### src/sv/tds_ram.sv
// Generic single-write, single-read RAM with registered read data.
`default_nettype none
module tds_ram #(
    parameter int WIDTH = 32,
    parameter int DEPTH = 32
) (
    input  wire logic                     i_clk,
    input  wire logic                     i_we,
    input  wire logic [$clog2(DEPTH)-1:0] i_waddr,
    input  wire logic [WIDTH-1:0]         i_wdata,
    input  wire logic [$clog2(DEPTH)-1:0] i_raddr,
    output logic      [WIDTH-1:0]         o_rdata
);

    logic [WIDTH-1:0] r_mem [DEPTH];

    // Write port and registered read port.
    always_ff @(posedge i_clk) begin
        if (i_we) begin
            r_mem[i_waddr] <= i_wdata;
        end
        o_rdata <= r_mem[i_raddr];
    end

endmodule
`default_nettype wire

### config.mk
export PLATFORM = sky130hd
export DESIGN_NAME = tds_ram
export DESIGN_NICKNAME = d
export VERILOG_FILES = /design/src/sv/tds_ram.sv
export SDC_FILE = /design/constraint.sdc
export NUM_CORES = 1
export LEC_CHECK = 0
export BUFFER_PORTS_ARGS = -buffer_cell sky130_fd_sc_hd__buf_2
export CAP_MARGIN = 20
export CORE_UTILIZATION = 30
export DETAILED_ROUTE_END_ITERATION = 10
export HOLD_SLACK_MARGIN = 0.15
export PLACE_DENSITY = 0.43
export SLEW_MARGIN = 10
export SYNTH_ARGS = -nofsm -noshare
export SYNTH_HDL_FRONTEND = slang
export SYNTH_SLANG_ARGS = --single-unit
export TNS_END_PERCENT = 50
### constraint.sdc
create_clock -name i_clk -period 3.2 [get_ports i_clk]
set_input_delay 0.16 -clock i_clk [delete_from_list [all_inputs] [get_ports i_clk]]
set_output_delay 0.16 -clock i_clk [all_outputs]
set_load 0.1 [all_outputs]
==> metrics.csv <==
metric,value,unit
status,"complete, but fails checks",
violations,design-rule violations,
io_buffer_count,75,
period_minus_slack,2.21,ns
finalHoldViolCount,0,
place_congestion,0.735,
p_sw_frac,0.227,
start_util,0.303,
drt_pass1_iterations,8,
h-tree-depth,3,
sequentialPowerShare,0.516,
postCtsResizedCells,0,
final_antenna_net_count,0,
place_hpwl,61000,microns
fillers,12500,
min_path_cells,3,
final.setup.worst_slack,0.986,ns
ys_types,25,
final_common_cell,edfxtp_1,
dr_total_vias,20900,
slew_violations,0,
fp-row-count,134,
avgSynthCellArea,17.9,sq um
cts.sinks,1056,
clk_path_buf_depth,3,
first_global_vias,21500,
r2r_end,o_rdata[8],
slew_headroom,0.384,
min_period_over_period,0.692,
critPathRequiredTime,3.68,ns
yosys_warnings,0,
power_frac_comb,0.064,
post-place-ws,0.667,ns
synth.ff_latch_count,1056,
drt_iter0_drc,1477,
p_per_area,629,nW/um^2
drc,10,
cp_data_arrival_time,2.69,ns
worst_clock_skew,0.0212,ns
overflow,0,
clkPwrFrac,0.419,
max_freq,452,MHz
core,134000,sq um
worstRegToRegCells,5,
maxCapViolCount,0,
layout.nets,2489,
drive_gt1_frac,0.149,
boundaryPins,76,
finalSetupTns,0,ns
track_usage,0.160,
max_stage_delay,0.59,ns
internal_power,23100,uW
final_cell_mix,"edfxtp_1, mux2i_1, clkbuf_16",
clock-root-buffer,clkbuf_16,
grt_pass1_wl,157000,microns
worst_hold_path_type,in -> reg,
rsz0062_at_grt,no,
die_x,369,microns
worstMarginPinSlew,0.921,ns
path_class,in -> reg,
critPathSlowestCell,dlygate4sd3_1,
endpoint_kind,flip-flop,
utilization,0.356,
p_sw,6810,uW
wl_per_cell,25.4,microns
min_delay_worst_endpoint,r_mem[9][7],
vdd_ir_drop_max,0.000410,V
startpoint_type,input pin,
critical_path.cell_chain,"dlygate4sd3_1, buf_8, buf_4, mux2i_1, a22o_1, nor3_1, a31oi_1, nand3_1",
cts_tree,built,
grt_antenna_before_repair,11,
wirelength,110000,microns
die_h,369,microns
setup_viol,0,
reg2reg_slack,1.49,ns
syn_area,40500,sq um
syn_nets,2304,
synthCells,2260,
insertion_delay,0.70,ns
p_leak,0.0164,uW
numCtsBuffers,110,
seq_area_frac_synth,0.775,
worstHoldStart,i_waddr[4],
area_growth,17.6,%
grt_max_degree,83,
vias_per_cell,4.85,
clk_pin_slew,0.06,ns
r2r-start,r_mem[7][8],
cp_max_fo,40,
die_area,136000,sq um
[through the flow]
stage	std cells	cell area (sq um)	hold WS, ns	total power, uW
floorplan	2260	40500	0.259	16900
CTS	4311	47600	0.154	30300
detailed placement	4068	43700	0.593	17700
finish	4315	47600	0.210	29900
global placement	4068	43700	0.588	17600
global route	4313	47600	0.198	30900
[cells by family after synthesis]
logic type,share of synthesized area
buf+inv,0.0186
mux,0.127
flops,0.775
simple gates,0.0310
compound gates,0.0485
[power groups by stage]
stage | registers, uW | logic [uW] | clock network (uW)
finish | 15500 | 1920 | 12600
CTS | 15500 | 1950 | 12900
floorplan | 16100 | 794 | 0
detailed placement | 15800 | 1920 | 0
global route | 15500 | 2040 | 13400
global placement | 15800 | 1900 | 0
[cell type report]
| cell class | instances | area, sq um | share of cell area |
|---|---|---|---|
| Sequential cell | 1056 | 31400 | 0.660 |
| Multi-Input combinational cell | 1077 | 8610 | 0.181 |
| Clock buffer | 148 | 3120 | 0.0656 |
| Tap cell | 1768 | 2210 | 0.0465 |
| Timing Repair Buffer | 200 | 1790 | 0.0377 |
| Clock inverter | 62 | 457 | 0.00960 |
| Antenna cell | 4 | 10.0 | 0.000210 |
[registers in the layout, summed over array words and instances, names as in the netlist]
register / flops
r_mem: 1024
o_rdata: 32
[synthesized netlist by cell type]
cell type / instances / area (sq um)
a21oi_1: 96 / 480
a22o_1: 64 / 561
a22oi_1: 96 / 721
a31oi_1: 32 / 200
and2_1: 1 / 6.26
and2b_1: 1 / 7.51
buf_1: 5 / 18.8
buf_2: 26 / 130
buf_4: 33 / 248
buf_6: 15 / 169
clkbuf_1: 46 / 173
clkbuf_4: 2 / 15.0
dfxtp_1: 32 / 641
edfxtp_1: 1024 / 30700
mux2i_1: 512 / 5120
nand2_1: 98 / 368
nand2b_1: 2 / 12.5
nand3_1: 98 / 490
nand3b_1: 5 / 37.5
nor2_1: 34 / 128
nor2b_1: 1 / 6.26
nor3_1: 32 / 160
or2_2: 1 / 6.26
or3_1: 1 / 6.26
or3b_2: 3 / 26.3
[critical path, delay by kind of cell]
family          cells  cell delay (ns)
compound gates      2             0.60
buf+inv             3             1.30
mux                 1             0.22
simple gates        2             0.37
[how the worst max path moves through the flow]
stage	start	to	slack (ns)	cells after the start
after global placement	i_waddr[1]	r_mem[5][12]	0.69	4
after detailed placement	i_waddr[1]	r_mem[5][12]	0.67	4
after CTS	i_raddr[0]	o_rdata[8]	0.88	8
after global routing	i_raddr[0]	o_rdata[8]	0.85	8
final	i_raddr[0]	o_rdata[8]	0.99	8
after floorplan	i_waddr[1]	r_mem[12][0]	0.61	3
[routing by layer]
layer	vias to the layer above	wire [microns]	global-route usage
met5	-	41	0
li1	9386	-	-
met3	117	4770	0.0264
met4	6	1960	0.0406
met1	11000	51100	0.222
met2	429	51900	0.261
[timing repair]
action                                 in CTS  in global routing
setup buffers                               0                  0
hold buffers                               33                  0
endpoints found under the hold margin    1025                  0
Note: power is estimated with default switching activity, not from simulation.
