==> config.mk <==
export PLATFORM = sky130hd
export DESIGN_NAME = tds_div
export DESIGN_NICKNAME = d
export VERILOG_FILES = /design/src/sv/tds_pkg.sv /design/src/sv/tds_div.sv
export SDC_FILE = /design/constraint.sdc
export NUM_CORES = 1
export LEC_CHECK = 0
export BUFFER_PORTS_ARGS = -buffer_cell sky130_fd_sc_hd__buf_2
export CORE_UTILIZATION = 54
export CTS_BUF_LIST = sky130_fd_sc_hd__clkbuf_16
export CTS_CLUSTER_DIAMETER = 80
export CTS_CLUSTER_SIZE = 12
export DETAILED_ROUTE_END_ITERATION = 6
export PLACE_DENSITY = 0.77
export SLEW_MARGIN = 20
export SYNTH_ARGS = -nofsm -noshare
export SYNTH_HDL_FRONTEND = slang
export SYNTH_SLANG_ARGS = --single-unit
export TNS_END_PERCENT = 30
==> constraint.sdc <==
create_clock -name i_clk -period 3.6 [get_ports i_clk]
set_clock_uncertainty 0.1 [all_clocks]
set_input_delay 0.36 -clock i_clk [delete_from_list [all_inputs] [get_ports i_clk]]
set_output_delay 0.36 -clock i_clk [all_outputs]
set_load 0.05 [all_outputs]
==> src/sv/tds_pkg.sv <==
// Shared constants, types and fixed-point helpers of the tridiagonal solver.
`default_nettype none
package tds_pkg;

    // Sizing of the row stores and the fixed-point format.
    localparam int MAX_ROWS  = 32;
    localparam int FRAC_BITS = 16;
    localparam int ROW_AW    = $clog2(MAX_ROWS);
    localparam int CNT_W     = $clog2(MAX_ROWS + 1);
    // Width of a product after the fraction shift.
    localparam int PW        = 64 - FRAC_BITS;
    // Width of the scaled dividend.
    localparam int DW        = 32 + FRAC_BITS;

    // Status codes carried with each solution value.
    localparam logic [1:0] ST_OK    = 2'd0;
    localparam logic [1:0] ST_PIVOT = 2'd1;
    localparam logic [1:0] ST_ROWS  = 2'd2;

    // Error flag bits.
    localparam int ERR_PIVOT = 0;
    localparam int ERR_ROWS  = 1;

    // Sequencer states.
    typedef enum logic [3:0] {
        S_IDLE,
        S_RD,
        S_MC,
        S_MD,
        S_MN,
        S_CHK,
        S_DC,
        S_DD,
        S_BRD,
        S_BX,
        S_BM,
        S_BOUT
    } t_state;

    // Request to the shared divider.
    typedef struct packed {
        logic               start;
        logic signed [31:0] num;
        logic signed [31:0] den;
    } t_div_req;

    // Answer of the shared divider.
    typedef struct packed {
        logic               done;
        logic signed [31:0] quo;
    } t_div_rsp;

    // Product divided by 2^FRAC_BITS, truncated toward zero.
    function automatic logic signed [PW-1:0] fx_scale(input logic signed [63:0] p);
        logic signed [63:0] t;
        t = p[63] ? (p + $signed((64'(1) << FRAC_BITS) - 64'(1))) : p;
        return PW'(t >>> FRAC_BITS);
    endfunction

    // Saturate a grown value to 32 signed bits.
    function automatic logic signed [31:0] fx_sat(input logic signed [PW:0] v);
        logic [PW-31:0] top;
        top = v[PW:31];
        if ((top == '0) || (top == '1)) begin
            return v[31:0];
        end
        return v[PW] ? 32'sh8000_0000 : 32'sh7fff_ffff;
    endfunction

endpackage
`default_nettype wire

==> src/sv/tds_div.sv <==
// Iterative fixed-point divider, one quotient bit per cycle, saturating result.
`default_nettype none
module tds_div (
    input  wire logic                  i_clk,
    input  wire logic                  i_rst_n,
    input  wire tds_pkg::t_div_req     i_req,
    output tds_pkg::t_div_rsp          o_rsp
);
    import tds_pkg::*;

    localparam int SW = $clog2(DW + 1);

    logic          r_busy;
    logic          r_done;
    logic [SW-1:0] r_cnt;
    logic [DW-1:0] r_q;
    logic [31:0]   r_rem;
    logic [31:0]   r_d;
    logic          r_neg;
    logic [32:0]   trial;
    logic [32:0]   diff;
    logic [31:0]   mag_n;
    logic [31:0]   mag_d;

    assign mag_n = i_req.num[31] ? (32'd0 - i_req.num) : i_req.num;
    assign mag_d = i_req.den[31] ? (32'd0 - i_req.den) : i_req.den;
    assign trial = {r_rem, r_q[DW-1]};
    assign diff  = trial - {1'b0, r_d};

    // Control: busy flag, step counter and done pulse.
    always_ff @(posedge i_clk) begin
        if (!i_rst_n) begin
            r_busy <= 1'b0;
            r_done <= 1'b0;
            r_cnt  <= '0;
        end else begin
            r_done <= 1'b0;
            if (i_req.start) begin
                r_busy <= 1'b1;
                r_cnt  <= SW'(DW);
            end else if (r_busy) begin
                r_cnt <= r_cnt - SW'(1);
                if (r_cnt == SW'(1)) begin
                    r_busy <= 1'b0;
                    r_done <= 1'b1;
                end
            end
        end
    end

    // Restoring division on magnitudes, one bit a cycle.
    always_ff @(posedge i_clk) begin
        if (i_req.start) begin
            r_q   <= {mag_n, {FRAC_BITS{1'b0}}};
            r_rem <= '0;
            r_d   <= mag_d;
            r_neg <= i_req.num[31] ^ i_req.den[31];
        end else if (r_busy) begin
            if (!diff[32]) begin
                r_rem <= diff[31:0];
                r_q   <= {r_q[DW-2:0], 1'b1};
            end else begin
                r_rem <= trial[31:0];
                r_q   <= {r_q[DW-2:0], 1'b0};
            end
        end
    end

    // Sign and saturation of the magnitude quotient.
    always_comb begin
        o_rsp.done = r_done;
        if (r_neg) begin
            if (r_q > DW'(33'h0_8000_0000)) begin
                o_rsp.quo = 32'sh8000_0000;
            end else begin
                o_rsp.quo = 32'd0 - r_q[31:0];
            end
        end else begin
            if (r_q > DW'(32'h7fff_ffff)) begin
                o_rsp.quo = 32'sh7fff_ffff;
            end else begin
                o_rsp.quo = r_q[31:0];
            end
        end
    end

endmodule
`default_nettype wire

==> flow_metrics.py <==
metrics = {
    "worst_setup_path": {
        "worstSetupEndpointType": "output pin",
        "critPathMaxStageDelay_ns": 0.55,
        "path_class": "flip-flop to output pin",
        "path_max_fanout": 2,
        "r2r_start": "r_q[47]",
        "arrival_ns": 3.79,
        "critPathTopFamily": "simple AND/OR/NAND/NOR gates",
        "cp_cell_sequence": "or4_4, nor4_4, buf_4, nand4_1, or3_1, or4_4, or3_4, or3_4, xnor2_2, a21boi_4, buf_6",
        "cp_slowest_cell": "or4_4",
        "crit_path_start": "r_q[14]",
        "cp_data_required_time_ns": 3.14,
        "crit_buf_inv": 2,
        "cp-start-kind": "flip-flop",
    },
    "clocking": {
        "tritoncts": "done",
        "clock_latency_ns": 0.42,
        "clock-sinks": 121,
        "cts_root_buf": "clkbuf_16",
        "cts_buffers": 17,
        "clk_pin_slew_ns": 0.06,
        "max-clock-path-buffers": 2,
        "htree_num_levels": 4,
    },
    "timing": {
        "hold_viol_final": 0,
        "report.final.slew_viol_count": 0,
        "fin_ws_ns": -0.653,
        "hold-worst-slack_ns": 0.0901,
        "rsz0062_at_grt": "yes",
        "post-route-period-util_pct": 118,
        "setup_viol": 56,
        "fin_setup_tns_ns": -16.76,
        "period_needed_ns": 4.25,
        "max_freq_ghz": 0.235,
        "worst-slew-pin-transition_ns": 0.891,
        "relSlewSlack_pct": 40.6,
    },
    "power_and_ir_drop": {
        "cellLeakagePower_nw": 4.41,
        "p_total_mw": 4.98,
        "power_density_nw_per_um2": 457,
        "vdd_drop_max_mv": 0.409,
    },
    "layout": {
        "final_common_cell": "nand2_1",
        "final_cell_mix": "90 x nand2_1, 81 x nor2_1, 74 x xnor2_1, 71 x buf_2, 65 x edfxtp_1",
        "syn2layout_area_growth_pct": 23.2,
        "final_design_area_no_fill_um2": 10900,
        "finalNetCount": 1249,
        "drive_above_1_share_pct": 21.1,
        "instances_no_fill": 1373,
        "n_antenna_cell": 0,
    },
    "synth": {
        "ys_async_sr_fraction_pct": 0,
        "yosysSeqAreaShare_pct": 34.7,
        "synthFlopType": "edfxtp_1",
        "yosysTopAreaCell": "edfxtp_1",
        "ys_ff_latch": 121,
        "yosysTopAreaCellShare_pct": 22.1,
        "synth.area.top_cells": "edfxtp_1 22%, dfxtp_1 13%, xnor2_1 7.5%",
        "synthCells": 1027,
        "synth_area_per_cell_um2": 8.62,
        "yosys_warnings": 0,
        "synth_nets": 1132,
        "synth_edf_count": 65,
        "synth_cell_types": 69,
        "syn_area_um2": 8850,
    },
    "placed_design": {
        "dp_cells": 1339,
        "dp_hpwl_um": 15200,
        "dpl_cell_area_um2": 10100,
        "portBuffers": 99,
        "finalWeightedCongestion": 0.872,
    },
    "detailed_routing": {
        "drt-pass1-iter-count": 6,
        "drc": 0,
        "antenna_left": 0,
        "post_drt_wl_per_cell_um": 15.9,
        "first_iter_violations": 636,
        "routed_via_density": 5.95,
        "drt-total-wl_um": 21900,
        "via_count": 8171,
    },
    "global_route": {
        "grt_usage_pct": 26.2,
        "grt_overflow": 0,
        "antenna_found_initial": 0,
        "grt_max_degree": 80,
        "grt_pass1_vias": 7399,
        "grt_pass1_wl_um": 35200,
    },
    "job": {
        "max_cap_viol_count": 0,
    },
    "outcome": {
        "violations": "setup timing",
        "status": "complete, but fails checks",
    },
    "floorplan": {
        "io_pins": 100,
        "dieWidth_um": 130,
        "rows": 46,
        "initial_core_util_pct": 55.5,
        "core_area_um2": 15900,
        "dieHeight_um": 130,
        "die_area_um2": 16900,
    },
    "min_path": {
        "hp-start": "i_rst_n",
        "min-delay-path-class": "input port to flip-flop",
    },
}
worst paths after layout:
| kind | end | slack (ns) | depth (start not counted) |
|---|---|---|---|
| max | o_rsp[31] | -0.65 | 11 |
| min | r_cnt[5] | 0.09 | 2 |
| max reg2reg | r_rem[6] | -0.08 | 14 |
| min reg2reg | r_rem[21] | 0.40 | 2 |
cells by family after synthesis:
kind of cell	after synthesis	synth area share, %
DFF	121	34.7
buffers and inverters	123	5.58
xor gates and xnor gates	92	9.10
muxes	34	3.85
AOI/OAI and AO/OA	292	22.6
adders and majority gates	38	5.46
and+or+nand+nor	327	18.7
cells in the mapped netlist (5+ instances only):
library cell,n
a31oi_1,14
ha_1,37
o221ai_1,5
a211oi_1,23
nand4_1,10
o21ai_0,59
o311ai_1,9
o31ai_1,18
or3_1,27
a21oi_1,56
a21o_1,18
o21a_1,13
xor2_1,16
a22o_1,30
and3_1,6
nor2b_1,12
nand3_1,13
nor2_1,82
clkbuf_1,49
edfxtp_1,65
nor3_1,25
o41ai_1,8
nor4_1,9
dfxtp_1,56
xnor2_1,76
nand2_1,91
inv_1,62
mux2i_1,34
or4_1,12
nand2b_1,11
or2_2,9
flip-flops by register name, summed over array words and instances (netlist names):
name and count:
r_done 1, r_q 48, r_neg 1, r_rem 32
r_busy 1, r_cnt 6, r_d 32
what timing repair did:
action / CTS / global route
pin swaps: 2 / 6
hold endpoints to repair: 0 / 0
setup endpoints to repair: 50 / 64
hold buffers: 0 / 0
gates resized for setup: 38 / 48
setup buffers: 1 / 1
layer usage:
metal  GRT usage (%)  vias up  part of all wire (%)
met5               0        -                     0
met4            9.10        0                   1.5
met3            3.90       36                   4.6
met2            43.8      271                    48
met1            34.6     3849                    46
li1                -     4015                     -
area by class of cell:
class,count,area (µm²)
tap,216,270
multi-input combinational,783,5580
sequential,121,3080
inverter,64,253
timing repair buffer,157,1160
clock inverter,15,136
fill,1271,5040
clock buffer,17,425
per-stage QoR:
step | setup slack (ns) | util (%)
global placement | -0.193 | 63.3
detailed placement | -0.248 | 63.3
global route | -0.738 | 68.4
CTS | -0.639 | 67.6
floorplan | -0.290 | -
finish | -0.653 | 68.4
where the power goes:
part / leakage, nW / switching (mW) / internal [mW]
combinational: 3.02 / 0.966 / 0.687
clock: 0.266 / 0.629 / 1.00
sequential: 1.12 / 0.0924 / 1.60
total: 4.41 / 1.69 / 3.29
(Power assumes the default switching activity.)
